[config.mk]
export PLATFORM = sky130hd
export DESIGN_NAME = pin_check_with_retry_lockout_top_flat
export DESIGN_NICKNAME = d
export VERILOG_FILES = /design/src/rtl/core/pcrl_pkg.sv /design/src/rtl/core/pcrl_req_if.sv /design/src/rtl/core/pcrl_rsp_if.sv /design/src/rtl/core/pcrl_hash_unit.sv /design/src/rtl/core/pcrl_csr.sv /design/src/rtl/core/pin_check_with_retry_lockout_top.sv /design/src/flat_wrapper.sv
export SDC_FILE = /design/constraint.sdc
export NUM_CORES = 1
export LEC_CHECK = 0
export ABC_AREA = 1
export BUFFER_PORTS_ARGS = -buffer_cell sky130_fd_sc_hd__buf_2
export CORE_MARGIN = 4
export CORE_UTILIZATION = 55
export DETAILED_ROUTE_END_ITERATION = 7
export GPL_ROUTABILITY_DRIVEN = 1
export HOLD_SLACK_MARGIN = 0.03
export PLACE_DENSITY_LB_ADDON = 0.05
export REMOVE_ABC_BUFFERS = 1
export SLEW_MARGIN = 25
export SYNTH_ARGS = -nofsm -noshare
export SYNTH_HDL_FRONTEND = slang
export SYNTH_HIERARCHICAL = 1
export SYNTH_SLANG_ARGS = --single-unit
[constraint.sdc]
create_clock -name clock -period 6.2 [get_ports clock]
set_clock_uncertainty 0.05 [all_clocks]
set_input_delay 1.24 -clock clock [delete_from_list [all_inputs] [get_ports clock]]
set_output_delay 1.24 -clock clock [all_outputs]
set_load 0.01 [all_outputs]
[src/rtl/core/pcrl_pkg.sv]
// shared constants, codes and types for the pin check block
package pcrl_pkg;

   // field widths
   localparam int KIND_W     = 2;
   localparam int CHAR_W     = 8;
   localparam int TIME_W     = 32;
   localparam int HASH_W     = 32;
   localparam int STATUS_W   = 3;
   localparam int COUNT_W    = 8;
   localparam int LEN_W      = 7;
   localparam int FAIL_W     = 8;
   localparam int DUR_W      = 31;
   localparam int CSR_IDX_W  = 2;
   localparam int CSR_DATA_W = 31;

   // salted fnv-1a constants
   localparam logic [HASH_W-1:0] HASH_SEED  = 32'd2166136261;
   localparam logic [HASH_W-1:0] HASH_SALT  = 32'h7A31C5D9;
   localparam logic [HASH_W-1:0] HASH_PRIME = 32'd16777619;
   localparam logic [HASH_W-1:0] HASH_INIT  = HASH_SEED ^ HASH_SALT;

   // transaction kinds
   localparam logic [KIND_W-1:0] KIND_VERIFY = 2'd0;
   localparam logic [KIND_W-1:0] KIND_CHANGE = 2'd1;
   localparam logic [KIND_W-1:0] KIND_LOAD   = 2'd2;
   localparam logic [KIND_W-1:0] KIND_NONE   = 2'd3;

   // result status codes
   localparam logic [STATUS_W-1:0] ST_GRANTED   = 3'd0;
   localparam logic [STATUS_W-1:0] ST_DENIED    = 3'd1;
   localparam logic [STATUS_W-1:0] ST_LOCKED    = 3'd2;
   localparam logic [STATUS_W-1:0] ST_NO_INIT   = 3'd3;
   localparam logic [STATUS_W-1:0] ST_CHANGED   = 3'd4;
   localparam logic [STATUS_W-1:0] ST_MALFORMED = 3'd5;
   localparam logic [STATUS_W-1:0] ST_LOADED    = 3'd6;

   // register indexes
   localparam logic [CSR_IDX_W-1:0] CSR_MIN_LEN  = 2'd0;
   localparam logic [CSR_IDX_W-1:0] CSR_MAX_LEN  = 2'd1;
   localparam logic [CSR_IDX_W-1:0] CSR_MAX_FAIL = 2'd2;
   localparam logic [CSR_IDX_W-1:0] CSR_DURATION = 2'd3;

   // register reset values
   localparam logic [LEN_W-1:0]  MIN_LEN_RST  = 7'd4;
   localparam logic [LEN_W-1:0]  MAX_LEN_RST  = 7'd8;
   localparam logic [FAIL_W-1:0] MAX_FAIL_RST = 8'd3;
   localparam logic [DUR_W-1:0]  DURATION_RST = 31'd30000;

   // ascii digit range
   localparam logic [CHAR_W-1:0] DIGIT_LO = 8'h30;
   localparam logic [CHAR_W-1:0] DIGIT_HI = 8'h39;

   typedef struct packed {
      logic [LEN_W-1:0]  min_len;
      logic [LEN_W-1:0]  max_len;
      logic [FAIL_W-1:0] max_fail;
      logic [DUR_W-1:0]  duration;
   } cfg_type;

endpackage

[src/rtl/core/pcrl_req_if.sv]
// request channel interface: valid/ready plus pin entry fields
interface pcrl_req_if;
   logic                            valid;
   logic                            ready;
   logic [pcrl_pkg::KIND_W-1:0]     kind;
   logic [pcrl_pkg::CHAR_W-1:0]     pin_char;
   logic                            last_char;
   logic [pcrl_pkg::TIME_W-1:0]     now_ms;
   logic [pcrl_pkg::HASH_W-1:0]     hash_value;

   modport source (output valid, kind, pin_char, last_char, now_ms, hash_value,
                   input ready);
   modport sink   (input valid, kind, pin_char, last_char, now_ms, hash_value,
                   output ready);
endinterface

[src/rtl/core/pcrl_rsp_if.sv]
// response channel interface: valid/ready plus check result fields
interface pcrl_rsp_if;
   logic                            valid;
   logic                            ready;
   logic [pcrl_pkg::STATUS_W-1:0]   status;
   logic [pcrl_pkg::TIME_W-1:0]     time_left;
   logic [pcrl_pkg::FAIL_W-1:0]     failure_count;
   logic [pcrl_pkg::HASH_W-1:0]     pin_hash;

   modport source  (output valid, status, time_left, failure_count, pin_hash,
                    input ready);
   modport sink    (input valid, status, time_left, failure_count, pin_hash,
                    output ready);
endinterface

[src/rtl/core/pcrl_hash_unit.sv]
// shared fnv-1a round: (a xor b) times prime, registered
module pcrl_hash_unit (
   input  logic                          clock,
   input  logic                          op_en,
   input  logic [pcrl_pkg::HASH_W-1:0]   op_a,
   input  logic [pcrl_pkg::COUNT_W-1:0]  op_b,
   output logic [pcrl_pkg::HASH_W-1:0]   prod
);
   logic [pcrl_pkg::HASH_W-1:0] mixed;
   logic [pcrl_pkg::HASH_W-1:0] prod_in;
   logic [pcrl_pkg::HASH_W-1:0] prod_ff;

   assign mixed   = op_a ^ {{(pcrl_pkg::HASH_W-pcrl_pkg::COUNT_W){1'b0}}, op_b};
   assign prod_in = pcrl_pkg::HASH_W'(mixed * pcrl_pkg::HASH_PRIME);
   assign prod    = prod_ff;

   always_ff @(posedge clock) begin
      if (op_en) begin
         prod_ff <= prod_in;
      end
   end
endmodule

[src/rtl/core/pcrl_csr.sv]
// configuration registers with write decode
module pcrl_csr (
   input  logic                             clock,
   input  logic                             reset,
   input  logic                             csr_we,
   input  logic [pcrl_pkg::CSR_IDX_W-1:0]   csr_index,
   input  logic [pcrl_pkg::CSR_DATA_W-1:0]  csr_wdata,
   output pcrl_pkg::cfg_type                cfg
);
   pcrl_pkg::cfg_type cfg_ff;
   pcrl_pkg::cfg_type cfg_in;

   assign cfg = cfg_ff;

   always_comb begin
      cfg_in = cfg_ff;
      if (csr_we) begin
         unique case (csr_index)
            pcrl_pkg::CSR_MIN_LEN:  cfg_in.min_len  = csr_wdata[pcrl_pkg::LEN_W-1:0];
            pcrl_pkg::CSR_MAX_LEN:  cfg_in.max_len  = csr_wdata[pcrl_pkg::LEN_W-1:0];
            pcrl_pkg::CSR_MAX_FAIL: cfg_in.max_fail = csr_wdata[pcrl_pkg::FAIL_W-1:0];
            pcrl_pkg::CSR_DURATION: cfg_in.duration = csr_wdata[pcrl_pkg::DUR_W-1:0];
            default:                cfg_in = cfg_ff;
         endcase
      end
   end

   always_ff @(posedge clock) begin
      if (reset) begin
         cfg_ff.min_len  <= pcrl_pkg::MIN_LEN_RST;
         cfg_ff.max_len  <= pcrl_pkg::MAX_LEN_RST;
         cfg_ff.max_fail <= pcrl_pkg::MAX_FAIL_RST;
         cfg_ff.duration <= pcrl_pkg::DURATION_RST;
      end else begin
         cfg_ff <= cfg_in;
      end
   end
endmodule

[src/rtl/core/pin_check_with_retry_lockout_top.sv]
// pin check top level: sequencer, lockout state and response register
// a pin character that is not last goes through accept and one hash round
// the last character takes two rounds of the shared hash multiplier
// (byte, then length) and a decide state; the response is registered from the decide state
// a load is decided in the cycle it is accepted; the response register holds one result while the next
// transaction is accepted in the same cycle it is taken
// synchronous active-high reset clears all control, lockout and config state
module pin_check_with_retry_lockout_top (
   input  logic                             clock,
   input  logic                             reset,
   pcrl_req_if.sink                         req_chan,
   pcrl_rsp_if.source                       rsp_chan,
   input  logic                             csr_we,
   input  logic [pcrl_pkg::CSR_IDX_W-1:0]   csr_index,
   input  logic [pcrl_pkg::CSR_DATA_W-1:0]  csr_wdata
);
   // one-hot sequencer states
   typedef enum logic [2:0] {
      S_IDLE  = 3'b001,
      S_CHAR  = 3'b010,
      S_FINAL = 3'b100
   } state_type;

   state_type state_ff, state_in;

   pcrl_pkg::cfg_type cfg;

   // entry accumulator
   logic [pcrl_pkg::HASH_W-1:0]  running_hash_ff, running_hash_in;
   logic [pcrl_pkg::COUNT_W-1:0] char_count_ff, char_count_in;
   logic                         digits_ff, digits_in;
   logic                         wf_ff, wf_in;

   // captured transaction fields
   logic                         last_ff;
   logic                         change_ff;
   logic [pcrl_pkg::TIME_W-1:0]  now_ff;

   // persistent check state
   logic                         init_ff, init_in;
   logic [pcrl_pkg::HASH_W-1:0]  ref_ff, ref_in;
   logic [pcrl_pkg::FAIL_W-1:0]  failures_ff, failures_in;
   logic                         locked_ff, locked_in;
   logic [pcrl_pkg::TIME_W-1:0]  lock_end_ff, lock_end_in;

   // response register
   logic                           rsp_valid_ff, rsp_valid_in;
   logic [pcrl_pkg::STATUS_W-1:0]  rsp_status_ff, rsp_status_in;
   logic [pcrl_pkg::TIME_W-1:0]    rsp_remain_ff, rsp_remain_in;
   logic [pcrl_pkg::FAIL_W-1:0]    rsp_fail_ff, rsp_fail_in;
   logic [pcrl_pkg::HASH_W-1:0]    rsp_hash_ff, rsp_hash_in;
   logic                           rsp_load;

   // shared hash unit
   logic                          hu_en;
   logic [pcrl_pkg::HASH_W-1:0]   hu_a;
   logic [pcrl_pkg::COUNT_W-1:0]  hu_b;
   logic [pcrl_pkg::HASH_W-1:0]   hu_prod;

   logic                          accept;
   logic                          is_char;
   logic                          is_digit;

   // decide-cycle helpers
   logic [pcrl_pkg::TIME_W-1:0]   lock_delta;
   logic [pcrl_pkg::TIME_W-1:0]   lock_left;
   logic [pcrl_pkg::FAIL_W-1:0]   fail_base;
   logic [pcrl_pkg::FAIL_W-1:0]   fail_next;
   logic [pcrl_pkg::TIME_W-1:0]   duration_ext;

   pcrl_csr u_csr (
      .clock     (clock),
      .reset     (reset),
      .csr_we    (csr_we),
      .csr_index (csr_index),
      .csr_wdata (csr_wdata),
      .cfg       (cfg)
   );

   pcrl_hash_unit u_hash (
      .clock (clock),
      .op_en (hu_en),
      .op_a  (hu_a),
      .op_b  (hu_b),
      .prod  (hu_prod)
   );

   // one transaction at a time; the response slot must be free or draining
   assign req_chan.ready = (state_ff == S_IDLE) && (!rsp_valid_ff || rsp_chan.ready);
   assign accept         = req_chan.valid && req_chan.ready;
   assign is_char        = (req_chan.kind == pcrl_pkg::KIND_VERIFY) ||
                           (req_chan.kind == pcrl_pkg::KIND_CHANGE);
   assign is_digit       = (req_chan.pin_char >= pcrl_pkg::DIGIT_LO) &&
                           (req_chan.pin_char <= pcrl_pkg::DIGIT_HI);

   assign rsp_chan.valid         = rsp_valid_ff;
   assign rsp_chan.status        = rsp_status_ff;
   assign rsp_chan.time_left     = rsp_remain_ff;
   assign rsp_chan.failure_count = rsp_fail_ff;
   assign rsp_chan.pin_hash      = rsp_hash_ff;

   // lockout arithmetic, wrap-safe via sign of the difference
   assign lock_delta   = now_ff - lock_end_ff;
   assign lock_left    = lock_end_ff - now_ff;
   assign duration_ext = {1'b0, cfg.duration};

   always_comb begin
      state_in        = state_ff;
      running_hash_in = running_hash_ff;
      char_count_in   = char_count_ff;
      digits_in       = digits_ff;
      wf_in           = wf_ff;
      init_in         = init_ff;
      ref_in          = ref_ff;
      failures_in     = failures_ff;
      locked_in       = locked_ff;
      lock_end_in     = lock_end_ff;
      rsp_load        = 1'b0;
      rsp_status_in   = rsp_status_ff;
      rsp_remain_in   = rsp_remain_ff;
      rsp_fail_in     = rsp_fail_ff;
      rsp_hash_in     = rsp_hash_ff;
      hu_en           = 1'b0;
      hu_a            = running_hash_ff;
      hu_b            = req_chan.pin_char;
      fail_base       = failures_ff;
      fail_next       = failures_ff;

      unique case (state_ff)
         S_IDLE: begin
            if (accept && is_char) begin
               // first round: fold the byte in
               hu_en     = 1'b1;
               hu_a      = running_hash_ff;
               hu_b      = req_chan.pin_char;
               if (char_count_ff != {pcrl_pkg::COUNT_W{1'b1}}) begin
                  char_count_in = char_count_ff + 1'b1;
               end
               digits_in = digits_ff && is_digit;
               state_in  = S_CHAR;
            end else if (accept && (req_chan.kind == pcrl_pkg::KIND_LOAD)) begin
               running_hash_in = pcrl_pkg::HASH_INIT;
               char_count_in   = '0;
               digits_in       = 1'b1;
               ref_in          = req_chan.hash_value;
               init_in         = 1'b1;
               failures_in     = '0;
               locked_in       = 1'b0;
               lock_end_in     = '0;
               rsp_load        = 1'b1;
               rsp_status_in   = pcrl_pkg::ST_LOADED;
               rsp_remain_in   = '0;
               rsp_fail_in     = '0;
               rsp_hash_in     = '0;
            end
         end

         S_CHAR: begin
            if (last_ff) begin
               // second round: fold the length in, then reset the entry
               hu_en           = 1'b1;
               hu_a            = hu_prod;
               hu_b            = char_count_ff;
               wf_in           = digits_ff &&
                                 (char_count_ff >= {1'b0, cfg.min_len}) &&
                                 (char_count_ff <= {1'b0, cfg.max_len});
               running_hash_in = pcrl_pkg::HASH_INIT;
               char_count_in   = '0;
               digits_in       = 1'b1;
               state_in        = S_FINAL;
            end else begin
               running_hash_in = hu_prod;
               state_in        = S_IDLE;
            end
         end

         S_FINAL: begin
            rsp_load      = 1'b1;
            rsp_hash_in   = hu_prod;
            rsp_remain_in = '0;
            state_in      = S_IDLE;
            if (!init_ff) begin
               rsp_status_in = pcrl_pkg::ST_NO_INIT;
               rsp_fail_in   = failures_ff;
            end else if (change_ff) begin
               if (!wf_ff) begin
                  rsp_status_in = pcrl_pkg::ST_MALFORMED;
                  rsp_fail_in   = failures_ff;
               end else begin
                  ref_in        = hu_prod;
                  failures_in   = '0;
                  locked_in     = 1'b0;
                  lock_end_in   = '0;
                  rsp_status_in = pcrl_pkg::ST_CHANGED;
                  rsp_fail_in   = '0;
               end
            end else if (locked_ff && lock_delta[pcrl_pkg::TIME_W-1]) begin
               // still inside the lockout window
               rsp_status_in = pcrl_pkg::ST_LOCKED;
               rsp_remain_in = lock_left;
               rsp_fail_in   = failures_ff;
            end else begin
               // an expired lockout is cleared before the compare
               if (locked_ff) begin
                  locked_in   = 1'b0;
                  lock_end_in = '0;
                  fail_base   = '0;
               end
               fail_next = (fail_base == {pcrl_pkg::FAIL_W{1'b1}}) ?
                           fail_base : fail_base + 1'b1;
               if (wf_ff && (hu_prod == ref_ff)) begin
                  failures_in   = '0;
                  rsp_status_in = pcrl_pkg::ST_GRANTED;
                  rsp_fail_in   = '0;
               end else if (fail_next >= cfg.max_fail) begin
                  failures_in   = '0;
                  locked_in     = 1'b1;
                  lock_end_in   = now_ff + duration_ext;
                  rsp_status_in = pcrl_pkg::ST_LOCKED;
                  rsp_remain_in = duration_ext;
                  rsp_fail_in   = '0;
               end else begin
                  failures_in   = fail_next;
                  rsp_status_in = pcrl_pkg::ST_DENIED;
                  rsp_fail_in   = fail_next;
               end
            end
         end

         default: begin
            state_in = S_IDLE;
         end
      endcase
   end

   // response slot: filled by the decide cycle or a load, emptied when the response is taken
   always_comb begin
      rsp_valid_in = rsp_valid_ff;
      if (rsp_valid_ff && rsp_chan.ready) begin
         rsp_valid_in = 1'b0;
      end
      if (rsp_load) begin
         rsp_valid_in = 1'b1;
      end
   end

   always_ff @(posedge clock) begin
      if (reset) begin
         state_ff        <= S_IDLE;
         running_hash_ff <= pcrl_pkg::HASH_INIT;
         char_count_ff   <= '0;
         digits_ff       <= 1'b1;
         wf_ff           <= 1'b0;
         init_ff         <= 1'b0;
         ref_ff          <= '0;
         failures_ff     <= '0;
         locked_ff       <= 1'b0;
         lock_end_ff     <= '0;
         rsp_valid_ff    <= 1'b0;
      end else begin
         state_ff        <= state_in;
         running_hash_ff <= running_hash_in;
         char_count_ff   <= char_count_in;
         digits_ff       <= digits_in;
         wf_ff           <= wf_in;
         init_ff         <= init_in;
         ref_ff          <= ref_in;
         failures_ff     <= failures_in;
         locked_ff       <= locked_in;
         lock_end_ff     <= lock_end_in;
         rsp_valid_ff    <= rsp_valid_in;
      end
   end

   // payload registers, no reset
   always_ff @(posedge clock) begin
      if (accept) begin
         last_ff   <= req_chan.last_char;
         change_ff <= (req_chan.kind == pcrl_pkg::KIND_CHANGE);
         now_ff    <= req_chan.now_ms;
      end
      if (rsp_load) begin
         rsp_status_ff <= rsp_status_in;
         rsp_remain_ff <= rsp_remain_in;
         rsp_fail_ff   <= rsp_fail_in;
         rsp_hash_ff   <= rsp_hash_in;
      end
   end
endmodule

[src/flat_wrapper.sv]
// flat-port wrapper written by rule: the top's interface ports become plain ports
module pin_check_with_retry_lockout_top_flat 
  (clock, reset, csr_we, csr_index, csr_wdata, req_chan_valid, req_chan_kind, req_chan_pin_char, req_chan_last_char, req_chan_now_ms, req_chan_hash_value, req_chan_ready, rsp_chan_valid, rsp_chan_status, rsp_chan_time_left, rsp_chan_failure_count, rsp_chan_pin_hash, rsp_chan_ready);
  pcrl_req_if req_chan_i ();
  pcrl_rsp_if rsp_chan_i ();
  input  logic clock;
  input  logic reset;
  input  logic csr_we;
  input  logic [pcrl_pkg::CSR_IDX_W-1:0] csr_index;
  input  logic [pcrl_pkg::CSR_DATA_W-1:0] csr_wdata;
  input wire logic [$bits(req_chan_i.valid)-1:0] req_chan_valid;
  input wire logic [$bits(req_chan_i.kind)-1:0] req_chan_kind;
  input wire logic [$bits(req_chan_i.pin_char)-1:0] req_chan_pin_char;
  input wire logic [$bits(req_chan_i.last_char)-1:0] req_chan_last_char;
  input wire logic [$bits(req_chan_i.now_ms)-1:0] req_chan_now_ms;
  input wire logic [$bits(req_chan_i.hash_value)-1:0] req_chan_hash_value;
  output wire logic [$bits(req_chan_i.ready)-1:0] req_chan_ready;
  output wire logic [$bits(rsp_chan_i.valid)-1:0] rsp_chan_valid;
  output wire logic [$bits(rsp_chan_i.status)-1:0] rsp_chan_status;
  output wire logic [$bits(rsp_chan_i.time_left)-1:0] rsp_chan_time_left;
  output wire logic [$bits(rsp_chan_i.failure_count)-1:0] rsp_chan_failure_count;
  output wire logic [$bits(rsp_chan_i.pin_hash)-1:0] rsp_chan_pin_hash;
  input wire logic [$bits(rsp_chan_i.ready)-1:0] rsp_chan_ready;
  assign req_chan_i.valid = req_chan_valid;
  assign req_chan_i.kind = req_chan_kind;
  assign req_chan_i.pin_char = req_chan_pin_char;
  assign req_chan_i.last_char = req_chan_last_char;
  assign req_chan_i.now_ms = req_chan_now_ms;
  assign req_chan_i.hash_value = req_chan_hash_value;
  assign req_chan_ready = req_chan_i.ready;
  assign rsp_chan_valid = rsp_chan_i.valid;
  assign rsp_chan_status = rsp_chan_i.status;
  assign rsp_chan_time_left = rsp_chan_i.time_left;
  assign rsp_chan_failure_count = rsp_chan_i.failure_count;
  assign rsp_chan_pin_hash = rsp_chan_i.pin_hash;
  assign rsp_chan_i.ready = rsp_chan_ready;
  pin_check_with_retry_lockout_top u_core (.clock(clock), .reset(reset), .req_chan(req_chan_i), .rsp_chan(rsp_chan_i), .csr_we(csr_we), .csr_index(csr_index), .csr_wdata(csr_wdata));
endmodule
After elaboration in Yosys (flattened, before gate mapping)
Index checks and enable logic that the tools add are counted.
{ "totals": {"ff_bits": 314, "output_inout_bits": 77} }
{ "classes": {"n_addsub": 5, "n_mul": 1, "n_lt_le_gt_ge": 5, "eq_ne": 22, "n_mux": 83, "bitwise": 2, "reduce_logical": 32} }
{ "ops": {"columns": ["cell", "n"], "rows": [
  ["32-bit two-way mux", 23],
  ["32-bit case mux with 2 select lines", 5],
  ["8-bit two-way mux", 19],
  ["32-bit subtractor", 2],
  ["32-bit by 31-bit adder with 32-bit output", 1],
  ["32-bit == test", 1],
  ["32-bit by 25-bit multiplier with 32-bit output (second input constant)", 1],
  ["8-bit case mux with 2 select lines", 2],
  ["32-bit by 8-bit XOR with 32-bit output", 1],
  ["31-bit two-way mux", 1],
  ["3-bit two-way mux", 8],
  ["1-bit two-way mux", 18],
  ["8-bit by 1-bit adder with 8-bit output (second input constant)", 2],
  ["3-bit case mux with 2 select lines", 2],
  ["3-bit AND reduction", 4],
  ["6-bit AND reduction", 2],
  ["1-bit logical AND", 11],
  ["2-bit AND reduction", 5],
  ["8-bit == test (second input constant)", 1],
  ["8-bit by 6-bit greater-or-equal comparator with 1-bit output (second input constant)", 1],
  ["8-bit by 7-bit greater-or-equal comparator with 1-bit output", 1],
  ["8-bit greater-or-equal comparator", 1],
  ["8-bit by 6-bit less-or-equal comparator with 1-bit output (second input constant)", 1],
  ["8-bit by 7-bit less-or-equal comparator with 1-bit output", 1],
  ["other kinds (18)", 36]
]} }

Depth between registers and ports, before layout
Gate-level depths: netlist (run 1).
{ "depth": {"word_depth": 15, "ltp_mapped": 35, "ltp_nobuf": 33} }

Hierarchy
The synthesis (run 1) kept the hierarchy.
{ "modules_own_cells": {"columns": ["mod", "instances", "cells_per_inst", "area_each_um2"], "rows": [
  ["pin_check_with_retry_lockout_top", 1, 2298, 15967.8],
  ["pcrl_hash_unit", 1, 836, 7252.0],
  ["pcrl_csr", 1, 323, 2155.8]
]} }

Worst setup path after synthesis (run 1)
Ideal clock, no wire load.
{ "synth_path": {"kind": "in2reg", "start": "input req_chan_pin_char[2]", "end": "register u_core.u_hash.prod_ff, in the netlist u_core/u_hash/prod[22] (data pin)", "setup_time_ns": 0.252, "arrival_time_ns": 5.579, "path_slack_ns": 0.319, "cell_stages": 24, "n_path_buf": 0, "cell_sequence": "inv_1 > o21ai_0 > xor2_1 > inv_1 > nor2_1 > nor2_1 > ha_1 > fa_1 > ha_1 > fa_1 > ha_1 > inv_1 > fa_1 > inv_1 > ha_1 > a21o_1 > a21oi_1 > nor2_1 > nor2_1 > nand2_1 > nand2_1 > nand2_1 > nand2_1 > nand2_1"} }
{ "synth_between": {"elab_chain_cells": 4} }
{ "synth_rtl": {"columns": ["item", "line", "rtl"], "rows": [
  ["start: declaration", "flat_wrapper.sv:13", "input wire logic [$bits(req_chan_i.pin_char)-1:0] req_chan_pin_char;"],
  ["8-bit two-way mux", "pin_check_with_retry_lockout_top.sv:159", "if (last_ff) begin"],
  ["8-bit two-way mux (*)", null, null],
  ["net u_core.hu_b, one bit", "pin_check_with_retry_lockout_top.sv:57", "logic [pcrl_pkg::COUNT_W-1:0] hu_b;"],
  ["32-bit by 8-bit XOR with 32-bit output (*)", "pcrl_hash_unit.sv:13", "assign mixed = op_a ^ {{(pcrl_pkg::HASH_W-pcrl_pkg::COUNT_W){1'b0}}, op_b};"],
  ["32-bit by 25-bit multiplier with 32-bit output (*)", "pcrl_hash_unit.sv:14", "assign prod_in = pcrl_pkg::HASH_W'(mixed * pcrl_pkg::HASH_PRIME);"],
  ["net u_core.u_hash.prod_in, one bit", "pcrl_hash_unit.sv:10", "logic [pcrl_pkg::HASH_W-1:0] prod_in;"],
  ["end signal: assignment", "pcrl_hash_unit.sv:19", "prod_ff <= prod_in;"],
  ["end: declaration", "pcrl_hash_unit.sv:11", "logic [pcrl_pkg::HASH_W-1:0] prod_ff;"]
]} }
Mark *: on every way through the listed nets, which the timed path passes. The rest lies on a longest branch.
A chain may end at the register's enable or synchronous reset.

Worst setup path after layout (run 1)
{ "layout_path": {"start": "register u_core.state_ff[1]", "end": "register u_core.u_hash.prod_ff, in the netlist u_core/u_hash/prod[24] (data pin)"} }
{ "layout_between": {"elab_chain_cells": 4, "elab_cells_between_ends": 5, "classes_between": "mul (1); eq/ne (1); mux (2); bitwise (1)"} }
{ "layout_rtl": {"columns": ["item", "line", "rtl"], "rows": [
  ["start: declaration", "pin_check_with_retry_lockout_top.sv:24", "state_type state_ff, state_in;"],
  ["start signal: assignment", "pin_check_with_retry_lockout_top.sv:261", "state_ff <= state_in;"],
  ["3-bit by 2-bit == test with 1-bit output", "pin_check_with_retry_lockout_top.sv:129", "unique case (state_ff)"],
  ["32-bit two-way mux", null, null],
  ["net u_core.hu_a, one bit", "pin_check_with_retry_lockout_top.sv:56", "logic [pcrl_pkg::HASH_W-1:0] hu_a;"],
  ["32-bit by 8-bit XOR with 32-bit output", "pcrl_hash_unit.sv:13", null],
  ["32-bit by 25-bit multiplier with 32-bit output", "pcrl_hash_unit.sv:14", null],
  ["net u_core.u_hash.prod_in, one bit", "pcrl_hash_unit.sv:10", null]
]} }
The timed path passes the listed nets, and every way through them passes these cells.

==> results of run 1 <==
synth_stat cells, types with 12 or more instances:
library cell                 n  area share (%)
sky130_fd_sc_hd__a21o_1     13            0.38
sky130_fd_sc_hd__a21oi_1   239             4.7
sky130_fd_sc_hd__a31oi_1    36            0.89
sky130_fd_sc_hd__buf_2      16            0.32
sky130_fd_sc_hd__clkbuf_1   54            0.80
sky130_fd_sc_hd__dfxtp_1   173              14
sky130_fd_sc_hd__edfxtp_1  141              17
sky130_fd_sc_hd__fa_1       76             6.0
sky130_fd_sc_hd__ha_1      301              15
sky130_fd_sc_hd__inv_1     598             8.8
sky130_fd_sc_hd__inv_2      15            0.22
sky130_fd_sc_hd__nand2_1   794              12
sky130_fd_sc_hd__nand2_2    15            0.37
sky130_fd_sc_hd__nand3_1   171             3.4
sky130_fd_sc_hd__nand4_1    27            0.67
sky130_fd_sc_hd__nor2_1    354             5.2
sky130_fd_sc_hd__nor3_1     19            0.37
sky130_fd_sc_hd__o21ai_0   195             3.8
sky130_fd_sc_hd__o21ai_1    17            0.34
sky130_fd_sc_hd__o21bai_1   12            0.36
sky130_fd_sc_hd__xnor2_1    31             1.1
sky130_fd_sc_hd__xor2_1     54             1.9
sequential cells by signal, indices dropped and copies added, names as in the netlist:
signal / count
u_core/rsp_chan.pin_hash: 32
u_core/u_hash/prod: 32
u_core/u_csr/cfg: 53
u_core/digits_ff: 1
u_core/rsp_chan.time_left: 32
u_core/locked_ff: 1
u_core/change_ff: 1
u_core/lock_end_ff: 32
u_core/last_ff: 1
u_core/failures_ff: 8
u_core/rsp_chan.status: 3
u_core/wf_ff: 1
u_core/state_ff: 3
u_core/char_count_ff: 8
u_core/ref_ff: 32
u_core/rsp_chan.failure_count: 8
u_core/running_hash_ff: 32
u_core/rsp_chan.valid: 1
u_core/init_ff: 1
u_core/now_ff: 32
layer usage:
metal / GRT usage [%] / share of wire, % / wire (um) / vias up
li1: - / - / - / 11500
met1: 39.8 / 40 / 32700 / 11200
met2: 56.8 / 49 / 40000 / 972
met3: 3.67 / 6.4 / 5230 / 238
met4: 14.9 / 5.2 / 4270 / 0
met5: 0 / 0 / 0 / -
path summary, 6_finish.rpt:
path / from / end
worst max-delay path: u_core/state_ff[1] / u_core/u_hash/prod[24]
worst max register to register: u_core/state_ff[1] / u_core/u_hash/prod[24]
worst min-delay path: u_core/running_hash_ff[2] / u_core/running_hash_ff[2]
worst min register to register: u_core/running_hash_ff[2] / u_core/running_hash_ff[2]
power groups by stage:
stage | combinational (mW) | sequential (mW) | clock (mW)
finish | 5.94 | 2.77 | 2.36
global route | 6.70 | 2.78 | 2.48
CTS | 5.74 | 2.76 | 2.39
detailed placement | 5.69 | 2.80 | 0
global placement | 5.62 | 2.80 | 0
floorplan | 3.95 | 2.71 | 0
layout make-up:
cell class	count	area (um^2)
multi-input cells	2442	15100
flip-flops and latches	314	7700
inverters	613	2310
clock inverters	19	175
fillers	4143	16800
repair buffers	263	1510
clock buffers	53	1140
well taps	600	751
cell families (layout without fill, tap and decap cells):
| family | count (synthesis) | in the layout | synth area share, % |
|---|---|---|---|
| buffers and inverters | 701 | 948 | 10.7 |
| XOR/XNOR | 85 | 85 | 2.93 |
| AO/OA/AOI/OAI | 545 | 545 | 11.5 |
| AND/OR/NAND/NOR | 1435 | 1435 | 23.6 |
| flip-flops | 314 | 314 | 30.3 |
| adder cells (fa/ha/maj) | 377 | 377 | 20.8 |
tightest hold or removal path, delay by kind of cell, from the launching register on:
kind / cells / cell delay (ns)
AOI/OAI and AO/OA: 1 / 0.06
DFF: 1 / 0.32
and+or+nand+nor: 1 / 0.05
what timing repair did:
item	4_1_cts	5_1_grt
endpoints found under the setup margin	1	21
pin swaps	0	2
buffers inserted	0	1
resized for setup	1	43
cells in the final DEF, fill, tap and decap left out, types with 4 or more instances in the layout:
| cell | synthesis | layout |
|---|---|---|
| sky130_fd_sc_hd__o21bai_1 | 12 | 12 |
| sky130_fd_sc_hd__or2_2 | 4 | 4 |
| sky130_fd_sc_hd__a31oi_1 | 36 | 36 |
| sky130_fd_sc_hd__inv_2 | 15 | 14 |
| sky130_fd_sc_hd__inv_1 | 598 | 596 |
| sky130_fd_sc_hd__o21a_1 | 9 | 9 |
| sky130_fd_sc_hd__xor2_1 | 54 | 53 |
| sky130_fd_sc_hd__o21ai_0 | 195 | 180 |
| sky130_fd_sc_hd__a21o_1 | 13 | 13 |
| sky130_fd_sc_hd__clkbuf_1 | 54 | 6 |
| sky130_fd_sc_hd__a21boi_0 | 6 | 6 |
| sky130_fd_sc_hd__edfxtp_1 | 141 | 141 |
| sky130_fd_sc_hd__dfxtp_1 | 173 | 173 |
| sky130_fd_sc_hd__nor3_2 | 9 | 11 |
| sky130_fd_sc_hd__nand3_2 | 6 | 9 |
| sky130_fd_sc_hd__clkbuf_16 | 0 | 42 |
| sky130_fd_sc_hd__nand3_1 | 171 | 168 |
| sky130_fd_sc_hd__xnor2_1 | 31 | 29 |
| sky130_fd_sc_hd__inv_6 | 0 | 5 |
| sky130_fd_sc_hd__nand2_1 | 794 | 791 |
| sky130_fd_sc_hd__nand4_1 | 27 | 27 |
| sky130_fd_sc_hd__nor2_1 | 354 | 347 |
| sky130_fd_sc_hd__nor3_1 | 19 | 17 |
| sky130_fd_sc_hd__o21ai_1 | 17 | 29 |
| sky130_fd_sc_hd__a21oi_1 | 239 | 234 |
| sky130_fd_sc_hd__buf_2 | 16 | 189 |
| sky130_fd_sc_hd__fa_1 | 76 | 76 |
| sky130_fd_sc_hd__clkbuf_8 | 0 | 5 |
| sky130_fd_sc_hd__a21oi_2 | 1 | 6 |
| sky130_fd_sc_hd__clkinv_2 | 0 | 8 |
| sky130_fd_sc_hd__nor4_1 | 5 | 5 |
| sky130_fd_sc_hd__buf_4 | 10 | 73 |
| sky130_fd_sc_hd__nor2_2 | 10 | 17 |
| sky130_fd_sc_hd__nand3b_1 | 9 | 9 |
| sky130_fd_sc_hd__nand2_2 | 15 | 18 |
| sky130_fd_sc_hd__ha_1 | 301 | 298 |
metrics by stage:
stage               area (um^2)  hold slack [ns]
floorplan                 24900            0.377
global placement          27200            0.391
detailed placement        27200            0.397
CTS                       28500            0.410
global route              28700            0.426
finish                    28700            0.409
==> out/qor.tcl, run 1 <==
set qor(finalPower_mw) 11.1
set qor(io_buffers) 189
set qor(cellInternalPower_mw) 6.09
set qor(coreArea_um2) 45500
set qor(final_util_pct) 63.0
set qor(place_inst) 4231
set qor(worst_endpoint_required_time_ns) 6.46
set qor(wire_length_of_the_first_global_routing_pass_um) 128000
set qor(setup_tns_final_ns) 0
set qor(setup_viol) 0
set qor(gp_routability_congestion) 1.04
set qor(design.die.area_um2) 49600
set qor(insertedDiodeCount) 0
set qor(cts.path.max_buffers) 3
set qor(area_of_the_mapped_netlist_um2) 25400
set qor(clk_transition_reported_paths_ns) 0.06
set qor(part_of_the_cycle_the_worst_path_needs_pct) 95.3
set qor(power_frac_comb_pct) 53.7
set qor(detailedRoute.firstIterationViolations) 2043
set qor(mean_instance_size_in_the_synthesized_netlist_um2) 7.34
set qor(cp_slowest_cell) {sky130_fd_sc_hd__fa_1}
set qor(worst_path_most_repeated_cell) {sky130_fd_sc_hd__ha_1}
set qor(initial_utilization_pct) 55.8
set qor(num_vias) 23900
set qor(post_drt_via_cell_ratio) 5.55
set qor(hold_viol_final) 0
set qor(drc) 0
set qor(nets) 4163
set qor(ctsRootBufferMaster) {sky130_fd_sc_hd__clkbuf_16}
set qor(fp-row-count) 78
set qor(grt_usage_pct) 32.3
set qor(number_of_antenna_violations_at_the_first_check_in_global_routing) 2
set qor(area.growth.synth_to_final_pct) 12.9
set qor(detail_route.wl_per_cell_um) 19.1
set qor(grt_start_max_net_pins) 65
set qor(cp_top_family) {adder cells}
set qor(min_path_cells) 2
set qor(crit_path_start_kind) {register}
set qor(layout-drive-gt1-share_pct) 11.6
set qor(synth.yosys.seq_area_share_pct) 30.3
set qor(hold_path.class) {register to register}
set qor(grt.overflow.total) 0
set qor(p_clk_share_pct) 21.3
set qor(vias_in_the_first_global_route) 23600
set qor(r2r.worst_path.cells) 24
set qor(critPathArrivalTime_ns) 6.17
set qor(synth-async-reset-ratio_pct) 0
set qor(ir_drop_mv) 0.710
set qor(dieHeight_um) 223
set qor(detail_route.first_pass.iterations) 6
set qor(max_slew.worst_pin.slew_ns) 1.05
set qor(timing.setup.critical_path_class) {register to register}
set qor(design.portCount) 190
set qor(power_density_nw_per_um2) 386
set qor(dp_hpwl_um) 64800
set qor(clock-sinks) 314
set qor(antenna_violating_nets_post_route) 0
set qor(timing.critical_path.buf_inv) 6
set qor(synth_edf_count) 141
set qor(cts_hold_buf) 0
set qor(netlist-cell-type-count) 55
set qor(ys.flop_type) {sky130_fd_sc_hd__dfxtp_1}
set qor(pnr_worst_setup_slack_ns) 0.290
set qor(finalCriticalPeriod_ns) 5.91
set qor(swShare_pct) 44.9
set qor(seq_power_share_pct) 25.0
set qor(critical_path_depth) 24
set qor(placement.setup.worst_slack_ns) -0.115
set qor(totalWireLength_um) 82100
set qor(synth_warnings) 6
set qor(power_leakage_nw) 14.3
set qor(cts_inserted_buffers) 39
set qor(power.switching_mw) 4.98
set qor(max_slew_margin_pct) 30.3
set qor(largest_stage_delay_worst_path_ns) 0.53
set qor(die_width_um) 223
set qor(cts_tree) {yes}
set qor(r2r_slack_ns) 0.29
set qor(critPathMaxFanout) 37
set qor(timing_max_transition_violations_final) 0
set qor(cp-end-kind) {register}
set qor(cts.htree.levels) 2
set qor(run_status) {completed}
set qor(drv.max_cap_violation_count) 0
set qor(max_freq_ghz) 0.169
set qor(critical_path.cell_chain) {inv_1 -> nor3_2 -> inv_1 -> nor2_2 -> inv_2 -> buf_12 -> o21ai_1 -> xor2_1 -> ha_1 -> ha_1 -> fa_1 -> ha_1 -> fa_1 -> ha_1 -> inv_1 -> fa_1 -> inv_1 -> ha_1 -> a21o_1 -> nor2_1 -> o21ai_0 -> nand2_1 -> nand3_1 -> xor2_1}
set qor(finish.cell_count_without_fillers) 4304
set qor(netlist_instances) 3457
set qor(clk_latency_ns) 0.58
set qor(number_of_synthesized_register_bits) 314
Power figures use the tool's default switching activity.
==> run 2: changes to the inputs <==
Settings changed: CAP_MARGIN from default to 20, CORE_MARGIN 4 to 10.
==> run 2 against run 1 <==
Compared with the run above:
- die area up 11%
- register-to-register slack worse by 0.097 ns
- setup slack worse by 0.097 ns
- power up 6.1%
- critical endpoint is now u_core/u_hash/prod[27]
- highest routed layer unchanged
==> out/qor.tcl, run 2 (synthesis results as in run 1) <==
set qor(coreArea_um2) 45500 ;# unchanged
set qor(detail_route.wl_per_cell_um) 19.5 ;# +2.2%
set qor(swShare_pct) 45.1 ;# +0.17 points
set qor(die_width_um) 235 ;# +5.4%
set qor(cts_inserted_buffers) 38 ;# -2.6%
set qor(final_design_area_no_fill_um2) 29100 ;# +1.7%
set qor(max_slew.worst_pin.slew_ns) 1.05 ;# +0.00389 ns
set qor(clock-sinks) 314 ;# unchanged
set qor(worst_hold_slack_after_final_layout_ns) 0.412 ;# +0.00319 ns
set qor(max_slew_margin_pct) 30.1 ;# -0.26 points
set qor(finalCriticalPeriod_ns) 6.01 ;# +0.0967 ns
set qor(grt_start_max_net_pins) 74 ;# +14%
set qor(power_density_nw_per_um2) 403 ;# +4.3%
set qor(gp_routability_congestion) 1.01 ;# -2.1%
set qor(wire_length_of_the_first_global_routing_pass_um) 130000 ;# +1.4%
set qor(run_status) {completed}
set qor(final_common_cell) {sky130_fd_sc_hd__nand2_1}
set qor(post_drt_via_cell_ratio) 5.52 ;# -0.57%
set qor(power_leakage_nw) 14.5 ;# +0.94%
set qor(cellInternalPower_mw) 6.44 ;# +5.7%
set qor(place_area_um2) 27300 ;# +0.40%
set qor(cts.htree.levels) 2 ;# unchanged
set qor(critPathMaxFanout) 28 ;# -24%
set qor(timing.setup.critical_path_class) {register to register}
set qor(initial_utilization_pct) 55.8 ;# unchanged
set qor(insertedDiodeCount) 0 ;# unchanged
set qor(area.growth.synth_to_final_pct) 14.8
set qor(timing.critical_path.buf_inv) 8 ;# +2
set qor(power.switching_mw) 5.30 ;# +6.5%
set qor(drc) 0 ;# unchanged
set qor(finalPower_mw) 11.7 ;# +6.1%
set qor(setup_viol) 0 ;# unchanged
set qor(largest_register_ff_count) 53 ;# unchanged
set qor(layout-drive-gt1-share_pct) 13.2 ;# +1.6 points
set qor(seq_power_share_pct) 23.5 ;# -1.5 points
set qor(hold_viol_final) 0 ;# unchanged
set qor(grt_usage_pct) 29.3 ;# -3.0 points
set qor(power_frac_comb_pct) 56.9 ;# +3.2 points
set qor(layout.cells.most_common_list) {sky130_fd_sc_hd__nand2_1 (782), sky130_fd_sc_hd__inv_1 (593), sky130_fd_sc_hd__nor2_1 (349)}
set qor(grt.overflow.total) 0 ;# unchanged
set qor(crit_path_start_kind) {register}
set qor(critPathArrivalTime_ns) 6.25 ;# +0.08 ns
set qor(ir_drop_mv) 0.975 ;# +37%
set qor(dieHeight_um) 235 ;# +5.4%
set qor(part_of_the_cycle_the_worst_path_needs_pct) 96.9 ;# +1.6 points
set qor(fp-row-count) 78 ;# unchanged
set qor(largest_stage_delay_worst_path_ns) 0.53 ;# about the same
set qor(p_clk_share_pct) 19.7 ;# -1.6 points
set qor(vias_in_the_first_global_route) 23700 ;# +0.35%
set qor(cp_top_family) {adder cells}
set qor(detailedRoute.firstIterationViolations) 2061 ;# +0.88%
set qor(placement.setup.worst_slack_ns) -0.169 ;# -0.0538 ns
set qor(ctsRootBufferMaster) {sky130_fd_sc_hd__clkbuf_16}
set qor(clk_latency_ns) 0.57 ;# about the same
set qor(setup_tns_final_ns) 0 ;# unchanged
set qor(num_vias) 23900 ;# -0.11%
set qor(cp-end-kind) {register}
set qor(antenna_violating_nets_post_route) 0 ;# unchanged
set qor(worst_endpoint_required_time_ns) 6.45 ;# about the same
set qor(dp_hpwl_um) 66200 ;# +2.3%
set qor(cts_tree) {yes}
set qor(number_of_antenna_violations_at_the_first_check_in_global_routing) 1 ;# -1
set qor(drv.max_cap_violation_count) 0 ;# unchanged
set qor(cp_slowest_cell) {sky130_fd_sc_hd__fa_1}
set qor(design.portCount) 190 ;# unchanged
set qor(pnr_worst_setup_slack_ns) 0.194 ;# -0.0967 ns
set qor(timing_max_transition_violations_final) 0 ;# unchanged
set qor(clk_transition_reported_paths_ns) 0.06 ;# about the same
set qor(totalWireLength_um) 84300 ;# +2.7%
set qor(detail_route.first_pass.iterations) 6 ;# unchanged
set qor(max_freq_ghz) 0.166 ;# -1.6%
set qor(design.die.area_um2) 55100 ;# +11%
set qor(cts.path.max_buffers) 3 ;# unchanged
set qor(nets) 4184 ;# +0.50%
set qor(hold_path.class) {register to register}
set qor(r2r_slack_ns) 0.19 ;# -0.10 ns
set qor(io_buffers) 189 ;# unchanged
set qor(number_of_fillers_in_the_final_layout) 4062 ;# -2.0%
[run 2: cell type report]
cell class | instances | area, um^2 | share of cell area (%)
multi-input combinational | 2442 | 15400 | 53.0
clock buffer | 51 | 1090 | 3.75
clock inverter | 19 | 171 | 0.588
tap | 600 | 751 | 2.58
inverter | 613 | 2300 | 7.91
timing repair buffer | 285 | 1680 | 5.78
sequential | 314 | 7700 | 26.4
[run 2: what timing repair did]
item                       in CTS  in global routing
hold buffers                    0                  0
setup endpoints to repair       8                 20
resized for setup               4                110
buffers inserted                0                  8
pin swaps                       0                 15
hold endpoints to repair        0                  0
[run 2: worst paths after layout]
path                                                 start  cells after the start                          to
worst min-delay path            u_core/running_hash_ff[25]                      2  u_core/running_hash_ff[25]
worst max-delay path                    u_core/state_ff[1]                     25      u_core/u_hash/prod[27]
worst max register to register          u_core/state_ff[1]                     25      u_core/u_hash/prod[27]
worst min register to register  u_core/running_hash_ff[25]                      2  u_core/running_hash_ff[25]
[run 2: stage by stage]
step / utilization, % / cells
after CTS: 62.9 / 4316
after global placement: 60.1 / 4246
after global routing: 64.1 / 4324
final: 64.1 / 4324
after detailed placement: 60.1 / 4246
after floorplan: - / 3369
[run 2: tightest hold or removal path: stages, from the launching register on]
cell	delay, ns
sky130_fd_sc_hd__dfxtp_1	0.32
sky130_fd_sc_hd__a21oi_1	0.06
sky130_fd_sc_hd__nand2_1	0.05
[run 2: layer usage]
| layer | part of all wire [%] | GRT usage [%] | wire, um | vias to the layer above |
|---|---|---|---|---|
| met3 | 6.8 | 4.63 | 5720 | 210 |
| met4 | 4.7 | 13.1 | 3980 | 0 |
| li1 | - | - | - | 11500 |
| met5 | 0 | 0 | 0 | - |
| met1 | 39 | 34.4 | 33200 | 11200 |
| met2 | 49 | 51.7 | 41400 | 936 |
[run 2: power groups by stage]
stage                     Combinational (mW)  Clock, mW  Sequential [mW]
after global routing                    7.46       2.42             2.77
after CTS                               5.82       2.33             2.75
final                                   6.68       2.31             2.75
after floorplan                         3.95          0             2.71
after global placement                  5.72          0             2.78
after detailed placement                5.77          0             2.79
